### src/sv/hrc_pkg.sv
// shared types and constants of the hsl to rgb converter
package hrc_pkg;

  localparam int HUE_W   = 12;
  localparam int LEVEL_W = 8;
  localparam int ANGLE_W = 9;   // reduced hue, 0..359
  localparam int TRI_W   = 6;   // triangle weight, 0..60
  localparam int CN_W    = 16;  // chroma numerator, up to 254*255
  localparam int PROD_W  = 22;  // chroma times triangle weight
  localparam int MDIFF_W = 17;  // 510*L - chroma numerator
  localparam int Q_W     = 23;  // width of the common denominator
  localparam int SUM_W   = 24;  // channel numerator before clamp
  localparam int NUM_CH  = 3;

  localparam logic [HUE_W-1:0]   TURN_X4    = 12'd1440;
  localparam logic [HUE_W-1:0]   TURN_X2    = 12'd720;
  localparam logic [HUE_W-1:0]   FULL_TURN  = 12'd360;
  localparam logic [ANGLE_W-1:0] SEXTANT    = 9'd60;
  localparam logic [LEVEL_W:0]   IN_SCALE   = 9'd255;
  localparam logic [7:0]         C_WEIGHT   = 8'd120;
  localparam logic [9:0]         L_WEIGHT   = 10'd510;
  // 2 * 60 * 255 * 255
  localparam logic [Q_W-1:0]     DENOM      = 23'd7803000;
  localparam logic [Q_W-1:0]     DENOM_HALF = 23'd3901500;

  localparam int CH_RED   = 0;
  localparam int CH_GREEN = 1;
  localparam int CH_BLUE  = 2;

  typedef enum logic [2:0] {
    SEXT_0 = 3'd0,
    SEXT_1 = 3'd1,
    SEXT_2 = 3'd2,
    SEXT_3 = 3'd3,
    SEXT_4 = 3'd4,
    SEXT_5 = 3'd5
  } sext_t;

endpackage

### src/sv/hrc_in_if.sv
// hsl request channel
interface hrc_in_if;
  import hrc_pkg::*;

  logic                      valid;
  logic                      ready;
  logic signed [HUE_W-1:0]   hue_degrees;
  logic        [LEVEL_W-1:0] saturation_level;
  logic        [LEVEL_W-1:0] lightness_level;

  modport source (
    output valid, hue_degrees, saturation_level, lightness_level,
    input  ready
  );

  modport sink (
    input  valid, hue_degrees, saturation_level, lightness_level,
    output ready
  );
endinterface

### src/sv/hrc_out_if.sv
// rgb result channel
interface hrc_out_if #(
  parameter int CHANNEL_BITS = 8
);
  logic                    valid;
  logic                    ready;
  logic [CHANNEL_BITS-1:0] red_level;
  logic [CHANNEL_BITS-1:0] green_level;
  logic [CHANNEL_BITS-1:0] blue_level;

  modport source (
    output valid, red_level, green_level, blue_level,
    input  ready
  );

  modport sink (
    input  valid, red_level, green_level, blue_level,
    output ready
  );
endinterface

### src/sv/hsl_to_rgb_converter.sv
// hsl to rgb converter, pipelined with a reciprocal scaling per channel
//
//   channel | dir | handshake       | payload
//   in_ch   | in  | valid / ready   | hue_degrees, saturation_level, lightness_level
//   out_ch  | out | valid / ready   | red_level, green_level, blue_level
//
// one request per cycle while the output is taken; four stages of color math, then a
// reciprocal estimate, its rounding shift, the back multiply by the denominator
// and a one-step correction of the estimate
// the whole pipeline holds while the output register is full and not taken
// reset (rst_n, synchronous) clears only the stage valid bits
module hsl_to_rgb_converter #(
  parameter int CHANNEL_BITS = 8
) (
  input  logic       clk,
  input  logic       rst_n,
  hrc_in_if.sink     in_ch,
  hrc_out_if.source  out_ch
);
  import hrc_pkg::*;

  localparam int     REM_W    = Q_W + CHANNEL_BITS;
  localparam int     EST_SH   = Q_W;
  localparam int     RCP_W    = CHANNEL_BITS + 1;
  localparam int     PRD_W    = Q_W + RCP_W;
  localparam int     NUM_STG  = 8;
  localparam longint CMAX_L   = (longint'(1) << CHANNEL_BITS) - 1;
  // floor(cmax * 2^EST_SH / DENOM): the estimate is low by at most one
  localparam logic [RCP_W-1:0] RECIP    = RCP_W'((CMAX_L << EST_SH) / longint'(DENOM));
  localparam logic [PRD_W-1:0] EST_HALF = PRD_W'(longint'(1) << (EST_SH - 1));

  logic advance;

  // valid bits
  logic [NUM_STG-1:0] stg_vld_r;

  // stage 1: hue reduction and lightness span
  logic [HUE_W-1:0]   hue_mag, red0, red1, red2;
  logic [LEVEL_W:0]   two_l, l_dist;
  logic [ANGLE_W-1:0] s1_angle_r, s1_angle_nxt;
  logic [LEVEL_W-1:0] s1_span_r, s1_span_nxt;
  logic [LEVEL_W-1:0] s1_sat_r, s1_lvl_r;

  // stage 2: chroma numerator, sextant, triangle weight
  sext_t              s2_sext_r, s2_sext_nxt;
  logic [ANGLE_W-1:0] sext_base, sext_off;
  logic [TRI_W-1:0]   s2_tri_r, s2_tri_nxt;
  logic [CN_W-1:0]    s2_cn_r, s2_cn_nxt;
  logic [LEVEL_W-1:0] s2_lvl_r;

  // stage 3: products
  logic [CN_W-1:0]    s3_cn_r;
  logic [PROD_W-1:0]  s3_prod_r, s3_prod_nxt;
  logic [MDIFF_W-1:0] s3_mdiff_r, s3_mdiff_nxt;
  sext_t              s3_sext_r;

  // stage 4: channel numerators over DENOM
  logic [SUM_W-1:0]   c_num, x_num, m_num;
  logic [SUM_W-1:0]   ch_sum [NUM_CH];
  logic [Q_W-1:0]     s4_num_r [NUM_CH];
  logic [Q_W-1:0]     s4_num_nxt [NUM_CH];

  // stage 5: scaled and rounded dividend, reciprocal product
  logic [REM_W-1:0]   s5_rem_r [NUM_CH];
  logic [REM_W-1:0]   s5_rem_nxt [NUM_CH];
  logic [PRD_W-1:0]   s5_prod_r [NUM_CH];
  logic [PRD_W-1:0]   s5_prod_nxt [NUM_CH];

  // stage 6: quotient estimate
  logic [PRD_W-1:0]        est_sum [NUM_CH];
  logic [CHANNEL_BITS-1:0] s6_est_r [NUM_CH];
  logic [CHANNEL_BITS-1:0] s6_est_nxt [NUM_CH];
  logic [REM_W-1:0]        s6_rem_r [NUM_CH];

  // stage 7: estimate times denominator
  logic [CHANNEL_BITS-1:0] s7_est_r [NUM_CH];
  logic [REM_W-1:0]        s7_rem_r [NUM_CH];
  logic [REM_W-1:0]        s7_ed_r [NUM_CH];
  logic [REM_W-1:0]        s7_ed_nxt [NUM_CH];

  // stage 8: corrected level
  logic [CHANNEL_BITS-1:0] s8_lvl_r [NUM_CH];
  logic [CHANNEL_BITS-1:0] s8_lvl_nxt [NUM_CH];

  assign advance     = !stg_vld_r[NUM_STG-1] || out_ch.ready;
  assign in_ch.ready = advance;

  always_ff @(posedge clk) begin
    if (!rst_n) begin
      stg_vld_r <= '0;
    end else if (advance) begin
      stg_vld_r <= {stg_vld_r[NUM_STG-2:0], in_ch.valid};
    end
  end

  // stage 1
  always_comb begin
    hue_mag = in_ch.hue_degrees[HUE_W-1] ? $unsigned(-in_ch.hue_degrees)
                                         : $unsigned(in_ch.hue_degrees);
    red0 = (hue_mag >= TURN_X4)  ? hue_mag - TURN_X4  : hue_mag;
    red1 = (red0 >= TURN_X2)     ? red0 - TURN_X2     : red0;
    red2 = (red1 >= FULL_TURN)   ? red1 - FULL_TURN   : red1;
    s1_angle_nxt = red2[ANGLE_W-1:0];

    two_l  = {in_ch.lightness_level, 1'b0};
    l_dist = (two_l >= IN_SCALE) ? two_l - IN_SCALE : IN_SCALE - two_l;
    s1_span_nxt = IN_SCALE[LEVEL_W-1:0] - l_dist[LEVEL_W-1:0];
  end

  // stage 2
  always_comb begin
    priority if (s1_angle_r >= 9'd300) s2_sext_nxt = SEXT_5;
    else if (s1_angle_r >= 9'd240)     s2_sext_nxt = SEXT_4;
    else if (s1_angle_r >= 9'd180)     s2_sext_nxt = SEXT_3;
    else if (s1_angle_r >= 9'd120)     s2_sext_nxt = SEXT_2;
    else if (s1_angle_r >= SEXTANT)    s2_sext_nxt = SEXT_1;
    else                               s2_sext_nxt = SEXT_0;

    unique case (s2_sext_nxt)
      SEXT_0:  sext_base = 9'd0;
      SEXT_1:  sext_base = 9'd60;
      SEXT_2:  sext_base = 9'd120;
      SEXT_3:  sext_base = 9'd180;
      SEXT_4:  sext_base = 9'd240;
      SEXT_5:  sext_base = 9'd300;
      default: sext_base = 9'd0;
    endcase
    sext_off = s1_angle_r - sext_base;

    // rising edge of the triangle in even sextants, falling in odd ones
    if (s2_sext_nxt[0]) begin
      s2_tri_nxt = TRI_W'(SEXTANT - sext_off);
    end else begin
      s2_tri_nxt = sext_off[TRI_W-1:0];
    end

    s2_cn_nxt = CN_W'(s1_span_r) * CN_W'(s1_sat_r);
  end

  // stage 3
  always_comb begin
    s3_prod_nxt  = PROD_W'(s2_cn_r) * PROD_W'(s2_tri_r);
    s3_mdiff_nxt = MDIFF_W'(L_WEIGHT) * MDIFF_W'(s2_lvl_r) - MDIFF_W'(s2_cn_r);
  end

  // stage 4
  always_comb begin
    c_num = SUM_W'(s3_cn_r) * SUM_W'(C_WEIGHT);
    x_num = {1'b0, s3_prod_r, 1'b0};
    m_num = SUM_W'(s3_mdiff_r) * SUM_W'(SEXTANT);

    unique case (s3_sext_r)
      SEXT_0: begin
        ch_sum[CH_RED] = c_num; ch_sum[CH_GREEN] = x_num; ch_sum[CH_BLUE] = '0;
      end
      SEXT_1: begin
        ch_sum[CH_RED] = x_num; ch_sum[CH_GREEN] = c_num; ch_sum[CH_BLUE] = '0;
      end
      SEXT_2: begin
        ch_sum[CH_RED] = '0; ch_sum[CH_GREEN] = c_num; ch_sum[CH_BLUE] = x_num;
      end
      SEXT_3: begin
        ch_sum[CH_RED] = '0; ch_sum[CH_GREEN] = x_num; ch_sum[CH_BLUE] = c_num;
      end
      SEXT_4: begin
        ch_sum[CH_RED] = x_num; ch_sum[CH_GREEN] = '0; ch_sum[CH_BLUE] = c_num;
      end
      default: begin
        ch_sum[CH_RED] = c_num; ch_sum[CH_GREEN] = '0; ch_sum[CH_BLUE] = x_num;
      end
    endcase

    for (int c = 0; c < NUM_CH; c++) begin
      ch_sum[c] = ch_sum[c] + m_num;
      // never above one for legal math, kept as a guard
      s4_num_nxt[c] = (ch_sum[c] > SUM_W'(DENOM)) ? DENOM : ch_sum[c][Q_W-1:0];
    end
  end

  // stage 5: num * (2^bits - 1) + denom/2, and num times the reciprocal
  always_comb begin
    for (int c = 0; c < NUM_CH; c++) begin
      s5_rem_nxt[c] = (REM_W'(s4_num_r[c]) << CHANNEL_BITS) - REM_W'(s4_num_r[c])
                    + REM_W'(DENOM_HALF);
      s5_prod_nxt[c] = PRD_W'(s4_num_r[c]) * PRD_W'(RECIP);
    end
  end

  // stage 6: rounded estimate, equal to the quotient or one below
  always_comb begin
    for (int c = 0; c < NUM_CH; c++) begin
      est_sum[c]    = s5_prod_r[c] + EST_HALF;
      s6_est_nxt[c] = est_sum[c][EST_SH +: CHANNEL_BITS];
    end
  end

  // stage 7
  always_comb begin
    for (int c = 0; c < NUM_CH; c++) begin
      s7_ed_nxt[c] = REM_W'(s6_est_r[c]) * REM_W'(DENOM);
    end
  end

  // stage 8: bump the estimate when a whole denominator is left over
  always_comb begin
    for (int c = 0; c < NUM_CH; c++) begin
      s8_lvl_nxt[c] = (s7_rem_r[c] - s7_ed_r[c] >= REM_W'(DENOM))
                    ? s7_est_r[c] + CHANNEL_BITS'(1) : s7_est_r[c];
    end
  end

  always_ff @(posedge clk) begin
    if (advance) begin
      s1_angle_r <= s1_angle_nxt;
      s1_span_r  <= s1_span_nxt;
      s1_sat_r   <= in_ch.saturation_level;
      s1_lvl_r   <= in_ch.lightness_level;

      s2_sext_r  <= s2_sext_nxt;
      s2_tri_r   <= s2_tri_nxt;
      s2_cn_r    <= s2_cn_nxt;
      s2_lvl_r   <= s1_lvl_r;

      s3_cn_r    <= s2_cn_r;
      s3_prod_r  <= s3_prod_nxt;
      s3_mdiff_r <= s3_mdiff_nxt;
      s3_sext_r  <= s2_sext_r;

      for (int c = 0; c < NUM_CH; c++) begin
        s4_num_r[c]  <= s4_num_nxt[c];
        s5_rem_r[c]  <= s5_rem_nxt[c];
        s5_prod_r[c] <= s5_prod_nxt[c];
        s6_est_r[c]  <= s6_est_nxt[c];
        s6_rem_r[c]  <= s5_rem_r[c];
        s7_est_r[c]  <= s6_est_r[c];
        s7_rem_r[c]  <= s6_rem_r[c];
        s7_ed_r[c]   <= s7_ed_nxt[c];
        s8_lvl_r[c]  <= s8_lvl_nxt[c];
      end
    end
  end

  assign out_ch.valid       = stg_vld_r[NUM_STG-1];
  assign out_ch.red_level   = s8_lvl_r[CH_RED];
  assign out_ch.green_level = s8_lvl_r[CH_GREEN];
  assign out_ch.blue_level  = s8_lvl_r[CH_BLUE];

endmodule

### src/flat_wrapper.sv
// flat-port wrapper written by rule: the top's interface ports become plain ports
module hsl_to_rgb_converter_flat import hrc_pkg::*;
#(
  parameter int CHANNEL_BITS = 8
)
  (clk, rst_n, in_ch_valid, in_ch_hue_degrees, in_ch_saturation_level, in_ch_lightness_level, in_ch_ready, out_ch_valid, out_ch_red_level, out_ch_green_level, out_ch_blue_level, out_ch_ready);
  hrc_in_if in_ch_i ();
  hrc_out_if #(.CHANNEL_BITS(CHANNEL_BITS)) out_ch_i ();
  input  logic clk;
  input  logic rst_n;
  input wire logic [$bits(in_ch_i.valid)-1:0] in_ch_valid;
  input wire logic [$bits(in_ch_i.hue_degrees)-1:0] in_ch_hue_degrees;
  input wire logic [$bits(in_ch_i.saturation_level)-1:0] in_ch_saturation_level;
  input wire logic [$bits(in_ch_i.lightness_level)-1:0] in_ch_lightness_level;
  output wire logic [$bits(in_ch_i.ready)-1:0] in_ch_ready;
  output wire logic [$bits(out_ch_i.valid)-1:0] out_ch_valid;
  output wire logic [$bits(out_ch_i.red_level)-1:0] out_ch_red_level;
  output wire logic [$bits(out_ch_i.green_level)-1:0] out_ch_green_level;
  output wire logic [$bits(out_ch_i.blue_level)-1:0] out_ch_blue_level;
  input wire logic [$bits(out_ch_i.ready)-1:0] out_ch_ready;
  assign in_ch_i.valid = in_ch_valid;
  assign in_ch_i.hue_degrees = in_ch_hue_degrees;
  assign in_ch_i.saturation_level = in_ch_saturation_level;
  assign in_ch_i.lightness_level = in_ch_lightness_level;
  assign in_ch_ready = in_ch_i.ready;
  assign out_ch_valid = out_ch_i.valid;
  assign out_ch_red_level = out_ch_i.red_level;
  assign out_ch_green_level = out_ch_i.green_level;
  assign out_ch_blue_level = out_ch_i.blue_level;
  assign out_ch_i.ready = out_ch_ready;
  hsl_to_rgb_converter #(.CHANNEL_BITS(CHANNEL_BITS)) u_core (.clk(clk), .rst_n(rst_n), .in_ch(in_ch_i), .out_ch(out_ch_i));
endmodule
### config.mk
export PLATFORM = sky130hd
export DESIGN_NAME = hsl_to_rgb_converter_flat
export DESIGN_NICKNAME = d
export VERILOG_FILES = /design/src/sv/hrc_pkg.sv /design/src/sv/hrc_in_if.sv /design/src/sv/hrc_out_if.sv /design/src/sv/hsl_to_rgb_converter.sv /design/src/flat_wrapper.sv
export SDC_FILE = /design/constraint.sdc
export NUM_CORES = 2
export LEC_CHECK = 0
export ABC_AREA = 1
export BUFFER_PORTS_ARGS = -buffer_cell sky130_fd_sc_hd__clkbuf_2
export CAP_MARGIN = 25
export CORE_MARGIN = 2
export CORE_UTILIZATION = 35
export DETAILED_ROUTE_END_ITERATION = 7
export GPL_TIMING_DRIVEN = 0
export PLACE_DENSITY = 0.54
export SYNTH_ARGS = -nofsm -noshare
export SYNTH_HDL_FRONTEND = slang
export SYNTH_SLANG_ARGS = --single-unit
### constraint.sdc
create_clock -name clk -period 21.2 [get_ports clk]
set_input_delay 1.06 -clock clk [delete_from_list [all_inputs] [get_ports clk]]
set_output_delay 1.06 -clock clk [all_outputs]
set_load 0.005 [all_outputs]
==> flow_metrics.tcl <==
set metrics [dict create \
    status "finished, final reports clean" \
    synth_cell_types 62 \
    start_util_pct 35.2 \
    antenna_left 0 \
    final_nets 7287 \
    die_w_um 403 \
    crit_slowest_cell "fa_1" \
    track_usage_pct 14.7 \
    antenna_cells 0 \
    fin_tns_setup_ns 0 \
    worstMarginPinSlew_ns 0.869 \
    htree_levels 3 \
    min_path_type "register to register" \
    ys.flop_type "edfxtp_1" \
    vias 38882 \
    vias_per_cell 4.72 \
    finalClockSkew_ns 0.0402 \
    relSlewSlack_pct 41.6 \
    cp_common_cell "nand2_1" \
    syn2layout_area_growth_pct 10.1 \
    drcViolationCount 0 \
    cp.arrival_ns 7.29 \
    hpwlAfterDp_um 96400 \
    grt_pass1_vias 38843 \
    hold_buffers 0 \
    drt-pass1-iter-count 6 \
    path_max_fanout 10 \
    max_stage_delay_ns 0.51 \
    cts_buffers 76 \
    gp_congestion 0.873 \
    cts_setup_buffers 0 \
    synth.avg_cell_area_sq_um 9.35 \
    grt_start_max_net_pins 112 \
    dr.first_iter.drc_count 1951 \
    insertion_delay_ns 0.69 \
    syn_nets 7147 \
    globalRoute.totalOverflow 0 \
    cts_buffer_depth 3 \
    final_hold_viol_count 0 \
    path_clk_slew_ns 0.06 \
    period_share_pct 32.4 \
    cp-end-kind "register" \
    cap_violations 0 \
    die-area_sq_um 163000 \
    num_rows 146 \
    crit_type "register to register" \
    clock_sinks 622 \
    grt_pass1_wl_um 196000 \
    synthCells 5970 \
    ys_seq_area_share_pct 33.3 \
    max_freq_ghz 0.145 \
    rsz0062_at_grt "no" \
    syn-cell-area_sq_um 55800 \
    ys_seq_elements 622 \
    ios 58 \
    drt-total-wl_um 118000 \
    slew_violations 0 \
    portBuffers 56 \
    start_kind "register" \
    setup_viol 0 \
    synthArstFlopShare_pct 0 \
    dieHeight_um 403 \
    root_buffer "clkbuf_16" \
    cts_resized 0 \
    required_ns 21.62 \
    synth-warning-count 0 \
    wl_per_cell_um 14.3 \
    min_period_ns 6.88 \
    fp.coreArea_sq_um 158000 \
    synth-edff-count 614 \
    antenna_found_initial 0 \
    drive_above_1_share_pct 4.18 \
    cts_tree "built" \
]
Yosys cell counts, types with 48 or more instances:
library cell  number  area share (%)
nand4_1           50            0.56
o22ai_1           48            0.54
nor2_1           287             1.9
o21ai_0          200             1.8
nand2_1          855             5.8
nand3_1          202             1.8
inv_1           1236             8.3
fa_1             299              11
a21oi_1          447             4.0
xor2_1           304             4.8
xnor2_1          141             2.2
nor3_1            62            0.56
ha_1             846              19
edfxtp_1         614              33
metal layers:
layer | up-vias | track usage, % | wire, um
met5 | - | 0 | 0
met4 | 0 | 3.73 | 2740
met3 | 154 | 1.93 | 2990
met2 | 432 | 25.0 | 55900
met1 | 18170 | 19.7 | 56500
li1 | 20126 | - | -
final cells by class:
type / count / area (sq um)
plain buffers: 33 / 134
fillers: 15785 / 97000
clock buffers: 88 / 1970
clock inverters: 53 / 618
well taps: 2072 / 2590
repair buffers: 62 / 445
inverters: 1244 / 4670
multi-input cells: 4071 / 32400
flip-flops and latches: 622 / 18600
path summary, 6_finish.rpt:
path	start	to	slack [ns]	depth (start not counted)
setup reg to reg	u_core.s3_cn_r[4]	u_core.s4_num_r[0][2]	14.32	35
hold reg to reg	u_core.s6_rem_r[0][61]	u_core.s7_rem_r[0][61]	0.38	0
hold / removal	u_core.s6_rem_r[0][61]	u_core.s7_rem_r[0][61]	0.38	0
setup / recovery	u_core.s3_cn_r[4]	u_core.s4_num_r[0][2]	14.32	35
state kept, by name, summed over array words and instances (netlist names), 24 cells and up:
register,cells
u_core.s7_ed_r,84
u_core.s4_num_r,63
u_core.s6_est_r,24
u_core.s5_rem_r,84
u_core.s6_rem_r,84
u_core.s5_prod_r,27
u_core.s8_lvl_r,24
u_core.s7_rem_r,84
logic make-up (layout without fill, tap and decap cells):
kind of cell / count (synthesis) / count (layout) / share of synthesized area [%]
DFF: 622 / 622 / 33.3
AOI/OAI and AO/OA: 934 / 934 / 9.50
buffers and inverters: 1277 / 1480 / 8.61
and+or+nand+nor: 1546 / 1546 / 11.8
adders and majority gates: 1145 / 1145 / 29.7
xor gates and xnor gates: 446 / 446 / 7.04
layout by cell type, fill, tap and decap left out, types with 14 or more instances in the layout:
cell type	synthesis	layout
fa_1	299	299
o211ai_1	20	20
ha_1	846	846
edfxtp_1	614	614
nor4_1	14	14
clkbuf_2	0	56
nor3_1	62	62
nand4_1	50	50
o31ai_1	17	17
a21oi_1	447	447
nand2_2	19	19
inv_1	1236	1236
a31oi_1	25	25
o22ai_1	48	48
a21boi_0	18	18
o21ai_0	200	200
xnor2_1	141	141
clkbuf_16	0	77
o21bai_1	32	32
a21o_1	23	23
clkinv_1	1	14
clkbuf_1	26	37
nand3_1	202	202
o21a_1	17	17
nand2_1	855	855
xor2_1	304	304
o21ai_1	29	29
nor2_1	287	287
worst max-delay path, delay by kind of cell (launching register included):
family          cells  cell delay, ns
simple gates       16            2.13
fa+ha+maj           4            1.72
compound gates      9            1.39
flops               1            0.46
buf+inv             4            0.45
xor+xnor            2            0.43
metrics by stage:
stage | cells | area, sq um | utilization, % | hold slack, ns | setup slack (ns)
2_1_floorplan | 5970 | 55800 | - | 0.400 | 3.71
3_3_place_gp | 8098 | 58700 | 37.0 | 0.401 | -3.69
3_5_place_dp | 8104 | 58800 | 37.1 | 0.405 | 14.39
4_1_cts | 8245 | 61400 | 38.8 | 0.372 | 14.35
5_1_grt | 8245 | 61400 | 38.8 | 0.398 | 13.63
6_report | 8245 | 61400 | 38.8 | 0.385 | 14.32
Power is not shown: default switching activity piles up to over one toggle a cycle in this logic, so the estimate is an artifact.
